$ cat config.mk
export PLATFORM = sky130hd
export DESIGN_NAME = sbb_div
export DESIGN_NICKNAME = d
export VERILOG_FILES = /design/src/design/sbb_pkg.sv /design/src/design/sbb_div.sv
export SDC_FILE = /design/constraint.sdc
export NUM_CORES = 1
export LEC_CHECK = 0
export BUFFER_PORTS_ARGS = -buffer_cell sky130_fd_sc_hd__buf_2
export CAP_MARGIN = 10
export CELL_PAD_IN_SITES_DETAIL_PLACEMENT = 0
export CELL_PAD_IN_SITES_GLOBAL_PLACEMENT = 1
export CORE_ASPECT_RATIO = 0.8
export CORE_MARGIN = 1
export CORE_UTILIZATION = 44
export DETAILED_ROUTE_END_ITERATION = 6
export GPL_ROUTABILITY_DRIVEN = 0
export GPL_TIMING_DRIVEN = 0
export PLACE_DENSITY_LB_ADDON = 0.08
export SKIP_CTS_REPAIR_TIMING = 1
export SYNTH_ARGS = -nofsm -noshare
export SYNTH_HDL_FRONTEND = slang
export SYNTH_SLANG_ARGS = --single-unit
$ cat constraint.sdc
create_clock -name clk -period 3.9 [get_ports clk]
set_input_delay 0 -clock clk [delete_from_list [all_inputs] [get_ports clk]]
set_output_delay 0 -clock clk [all_outputs]
set_load 0.02 [all_outputs]
$ cat src/design/sbb_pkg.sv
// ============================================================================
// sbb_pkg
// Shared types and constants of the separable box blur.
// ============================================================================
package sbb_pkg;

    // Default sizing of the frame and window
    localparam int MAX_WIDTH_DEF  = 1024;
    localparam int MAX_HEIGHT_DEF = 1024;
    localparam int MAX_RADIUS_DEF = 15;

    // Register reset values
    localparam logic [3:0]  RST_RADIUS = 4'd5;
    localparam logic [10:0] RST_WIDTH  = 11'd480;
    localparam logic [10:0] RST_HEIGHT = 11'd270;

    localparam logic [7:0] ALPHA_FULL = 8'd255;

    // Configuration register indexes
    typedef enum logic [1:0] {
        REG_RADIUS = 2'd0,
        REG_WIDTH  = 2'd1,
        REG_HEIGHT = 2'd2
    } cfg_reg_t;

    // Item kinds on tuser
    localparam logic FUNC_PIXEL = 1'b0;
    localparam logic FUNC_FLUSH = 1'b1;

    // One blurred pixel, blue in the low byte
    typedef struct packed {
        logic [7:0] red;
        logic [7:0] green;
        logic [7:0] blue;
    } rgb8_t;

endpackage

$ cat src/design/sbb_div.sv
// ============================================================================
// sbb_div
// Three-lane restoring divider: window sum over window size, 8-bit quotient.
// ============================================================================
module sbb_div import sbb_pkg::*; #(
    parameter int ACC_W = 13,
    parameter int WIN_W = 5
) (
    input  logic                  clk,
    input  logic                  rst_n,
    input  logic                  start,
    input  logic [WIN_W-1:0]      divisor,
    input  logic [2:0][ACC_W-1:0] dividend,
    output logic                  done,
    output rgb8_t                 quot
);

    localparam int CMP_W = ACC_W + 8;

    logic                  busy_reg, busy_next;
    logic                  done_reg, done_next;
    logic [2:0]            bit_reg, bit_next;
    logic [WIN_W-1:0]      div_reg, div_next;
    logic [2:0][ACC_W-1:0] rem_reg, rem_next;
    logic [2:0][7:0]       q_reg, q_next;
    logic [CMP_W-1:0]      dsh;

    // Divisor aligned to the current quotient bit
    assign dsh = CMP_W'(div_reg) << bit_reg;

    // One quotient bit per cycle, from bit 7 down
    always_comb
    begin
        busy_next = busy_reg;
        done_next = 1'b0;
        bit_next  = bit_reg;
        div_next  = div_reg;
        rem_next  = rem_reg;
        q_next    = q_reg;
        if (start)
        begin
            busy_next = 1'b1;
            bit_next  = 3'd7;
            div_next  = divisor;
            rem_next  = dividend;
            q_next    = '0;
        end
        else if (busy_reg)
        begin
            for (int ch = 0; ch < 3; ch++)
            begin
                if (CMP_W'(rem_reg[ch]) >= dsh)
                begin
                    rem_next[ch]       = rem_reg[ch] - ACC_W'(dsh);
                    q_next[ch][bit_reg] = 1'b1;
                end
            end
            if (bit_reg == 3'd0)
            begin
                busy_next = 1'b0;
                done_next = 1'b1;
            end
            else
            begin
                bit_next = bit_reg - 3'd1;
            end
        end
    end

    always_ff @(posedge clk or negedge rst_n)
    begin
        if (!rst_n)
        begin
            busy_reg <= 1'b0;
            done_reg <= 1'b0;
            bit_reg  <= '0;
        end
        else
        begin
            busy_reg <= busy_next;
            done_reg <= done_next;
            bit_reg  <= bit_next;
        end
    end

    // Operand and result registers
    always_ff @(posedge clk)
    begin
        div_reg <= div_next;
        rem_reg <= rem_next;
        q_reg   <= q_next;
    end

    assign done       = done_reg;
    assign quot.blue  = q_reg[0];
    assign quot.green = q_reg[1];
    assign quot.red   = q_reg[2];

endmodule

==> impl_metrics.yaml <==
logic_synthesis:
  syn-mean-instance-area_sq_um: 9.684
  synth-async-reset-ratio_pct: 6.849
  post_synth_inst_count: 481
  synth_seq_cells: 73
  synth.area.top_cells: "sky130_fd_sc_hd__edfxtp_1, sky130_fd_sc_hd__dfxtp_1, sky130_fd_sc_hd__ha_1"
  compound_gate_portion_of_the_synthesized_area_pct: 23.96
  yosys_warnings: 0
  synth-adder-area-share_pct: 11.50
  yosys-top-cells-count: "sky130_fd_sc_hd__nand2_1, sky130_fd_sc_hd__edfxtp_1, sky130_fd_sc_hd__ha_1, sky130_fd_sc_hd__o21ai_0"
  synthesis.area_sq_um: 4658
  synth_simple_gate_area_share_pct: 14.24
  synth-xor-area-share_pct: 3.760
  synth_top_flop_cell: "sky130_fd_sc_hd__edfxtp_1"
  post-synth-top-count-cell: "sky130_fd_sc_hd__nand2_1"
  synth.top_cell.area_share_pct: 28.36
  mappedNetlistNets: 569
  yosysUniqueCellTypes: 55
  multiplexer_share_of_the_synthesized_area_pct: 2.229
  yosys.area.top_type: "sky130_fd_sc_hd__edfxtp_1"
  yosysSeqAreaShare_pct: 41.36
  synth_top_family_by_area: "compound AO/OA/AOI/OAI gates"
  synth_edf_count: 44
sta:
  max-slew-margin-rel_pct: 53.98
  max_clock_freq_mhz: 270.9
  total_negative_setup_slack_ns: 0
  whs_ns: -0.04494
  finalSetupViolations: 0
  worst_slew_pin_slew_ns: 0.6903
  skew_ns: 0.01370
  final_period_minus_worst_setup_slack_ns: 3.692
  final.period_utilization_pct: 94.66
  final_max_slew_viol_count: 0
  hold_viol: 6
  rsz0062_at_grt: "no"
clock_network:
  htree_levels: 3
  clock_tree_from_tritoncts: "built"
  num_cts_buffers: 9
  clock_edge_transition_at_the_registers_on_the_reported_setup_and_hold_paths_ns: 0.06
  clockRootBuffer: "sky130_fd_sc_hd__clkbuf_16"
  clock_sinks: 73
  deepest_clock_path_buffer_count: 2
  clk-insertion-delay-late_ns: 0.34
setup_path:
  worst_path_largest_cell_delay_ns: 0.43
  crit_path_cell_trace: "clkbuf_2, mux2i_1, a211oi_1, a31oi_2, ha_1, a21o_1, o31a_1, o21a_1, a31oi_4, o21ai_4, buf_6"
  r2r-start: "bit_reg[1]"
  arrival_ns: 3.79
  cp_slowest_cell: "sky130_fd_sc_hd__a31oi_2"
  critical_path.endpoint_type: "flop"
  path_class: "reg2reg"
  timing.critical_path.required_ns: 4.00
  worst_flop_to_flop_path_endpoint: "rem_reg[9]"
  worstPathMaxFanout: 10
  cp_num_buf_inv: 2
  r2r_cells: 11
  setup.reg_to_reg.worst_slack_ns: 0.21
  critical_path.top_delay_family: "compound AO/OA/AOI/OAI gates"
  worst_setup_path_start_kind: "flop"
floorplan:
  initial_core_util_pct: 45.31
  chip_width_um: 117.0
  die_area_sq_um: 11000
  coreArea_sq_um: 10280
  placementRows: 33
  die_h_um: 94.03
  ios: 72
run:
  max_cap_violations: 0
route:
  detail_route.first_pass.iterations: 5
  finalWirelength_um: 12550
  drtIter0Drc: 272
  wl_per_cell_um: 16.82
  antenna_violating_nets_post_route: 0
  num_vias: 4097
  routed_via_density: 5.492
  drcViolationCount: 0
pwr:
  cell_internal_power_uw: 2557
  powerDensity_nw_per_um2: 725.3
  ir_worst_vdd_v: 0.0003425
  netSwitchingFraction_pct: 40.25
  clock_share_of_power_pct: 19.1
  p_sw_uw: 1723
  power.share.sequential_pct: 29.4
  power.leakage_uw: 0.002571
  combinationalPowerShare_pct: 51.4
min_path:
  timing.hold.worst.start: "dividend[15]"
  holdPathStages: 3
  min_path_type: "in2reg"
  hold_end: "rem_reg[15]"
final_layout:
  final-instance-count-excl-fill: 746
  antennaDiodeCount: 0
  multiInputGateArea_sq_um: 2621
  final_cell_area_sq_um: 5901
  area_delta_synth_final_pct: 26.67
  final.fill_count: 918
  largest_register_ff_count: 39
  fin_nets: 689
  seq_area_sq_um: 1927
  drive_gt1_share_pct: 17.66
global_routing:
  global_route_wire_length_before_repair_um: 19110
  grt_pass1_vias: 3671
  antenna_violations_before_repair: 0
  grt_start_max_net_pins: 15
  globalRouteOverflowTotal: 0
  track_usage_pct: 23.61
placed_design:
  dpl.hpwl_um: 9243
  place_inst: 693
  port-buffer-count: 71
  placedInstanceArea_sq_um: 5200
outcome:
  violated_checks: "negative hold slack"
  status: "finished, violations left"
[worst register-to-register path, stage by stage (launching register included)]
cell and delay (ns):
sky130_fd_sc_hd__dfrtp_1 0.36, sky130_fd_sc_hd__clkbuf_2 0.24, sky130_fd_sc_hd__mux2i_1 0.34, sky130_fd_sc_hd__a211oi_1 0.14, sky130_fd_sc_hd__a31oi_2 0.43, sky130_fd_sc_hd__ha_1 0.39, sky130_fd_sc_hd__a21o_1 0.24, sky130_fd_sc_hd__o31a_1 0.34
sky130_fd_sc_hd__o21a_1 0.23, sky130_fd_sc_hd__a31oi_4 0.38, sky130_fd_sc_hd__o21ai_4 0.18, sky130_fd_sc_hd__buf_6 0.21
[cell families (layout without fill, tap and decap cells)]
group	count (synthesis)	after routing
simple gates	140	140
flops	73	73
fa+ha+maj	41	41
compound gates	161	161
mux	10	10
buf+inv	36	161
xor+xnor	20	20
[layout by cell type, fill, tap and decap left out, types with 5 or more instances in the layout]
cell                            count
sky130_fd_sc_hd__buf_2             73
sky130_fd_sc_hd__nand2_1           61
sky130_fd_sc_hd__edfxtp_1          44
sky130_fd_sc_hd__ha_1              38
sky130_fd_sc_hd__o21ai_0           37
sky130_fd_sc_hd__dlygate4sd3_1     36
sky130_fd_sc_hd__o2bb2ai_1         24
sky130_fd_sc_hd__dfxtp_1           24
sky130_fd_sc_hd__a21oi_1           22
sky130_fd_sc_hd__nor2_1            20
sky130_fd_sc_hd__inv_1             16
sky130_fd_sc_hd__a21o_1            14
sky130_fd_sc_hd__clkbuf_1          13
sky130_fd_sc_hd__xor2_1            11
sky130_fd_sc_hd__nand2b_1          10
sky130_fd_sc_hd__clkbuf_16         10
sky130_fd_sc_hd__o21ai_1            9
sky130_fd_sc_hd__xnor2_1            9
sky130_fd_sc_hd__nor3_1             9
sky130_fd_sc_hd__nand3_1            8
sky130_fd_sc_hd__nor2b_1            8
sky130_fd_sc_hd__mux2i_1            7
sky130_fd_sc_hd__and3_1             7
sky130_fd_sc_hd__o21a_1             7
sky130_fd_sc_hd__o31ai_1            7
sky130_fd_sc_hd__o211ai_1           5
sky130_fd_sc_hd__a211oi_1           5
sky130_fd_sc_hd__nand4_1            5
sky130_fd_sc_hd__dfrtp_1            5
[per-stage QoR]
step	total power, uW	util (%)	setup WS [ns]
2_1_floorplan	2905	-	0.4620
3_3_place_gp	3344	50.47	-0.6241
3_5_place_dp	3381	50.58	-0.6431
4_1_cts	4224	53.44	-0.6547
5_1_grt	4604	57.39	0.01721
6_report	4280	57.39	0.2083
[layout make-up]
| class | instances | share of cell area (%) |
|---|---|---|
| multi-input combinational | 372 | 44.42 |
| sequential | 73 | 32.65 |
| timing repair buffer | 110 | 12.64 |
| clock buffer | 10 | 4.241 |
| tap | 140 | 2.969 |
| buffer | 18 | 1.251 |
| inverter | 17 | 1.081 |
| clock inverter | 6 | 0.7422 |
[per-layer routing]
metal  up-vias  share of wire (%)  wire length (um)  track usage, %
met2        94                 43              5429           34.66
met5         -                  0                 0               0
met3        16                4.7               584           5.097
li1       2047                  -                 -               -
met1      1940                 51              6372           34.32
met4         0                1.3               161           7.173
[how the worst max path moves through the flow]
stage               startpoint          end  slack, ns  cells past startpoint
finish              bit_reg[1]   rem_reg[9]       0.21                     11
global route        bit_reg[1]  rem_reg[37]       0.02                     12
CTS                 bit_reg[0]  rem_reg[23]      -0.65                     12
floorplan           bit_reg[0]   rem_reg[0]       0.46                     12
detailed placement  bit_reg[0]  rem_reg[15]      -0.64                     12
global placement    bit_reg[0]  rem_reg[16]      -0.62                     12
[power by group through the flow]
stage	combinational (uW)	clock, uW	sequential [uW]
after floorplan	1630	0	1280
after global placement	2080	0	1270
after detailed placement	2110	0	1270
after CTS	2130	836	1260
after global routing	2460	866	1280
final	2200	818	1260
(Power assumes the default switching activity.)
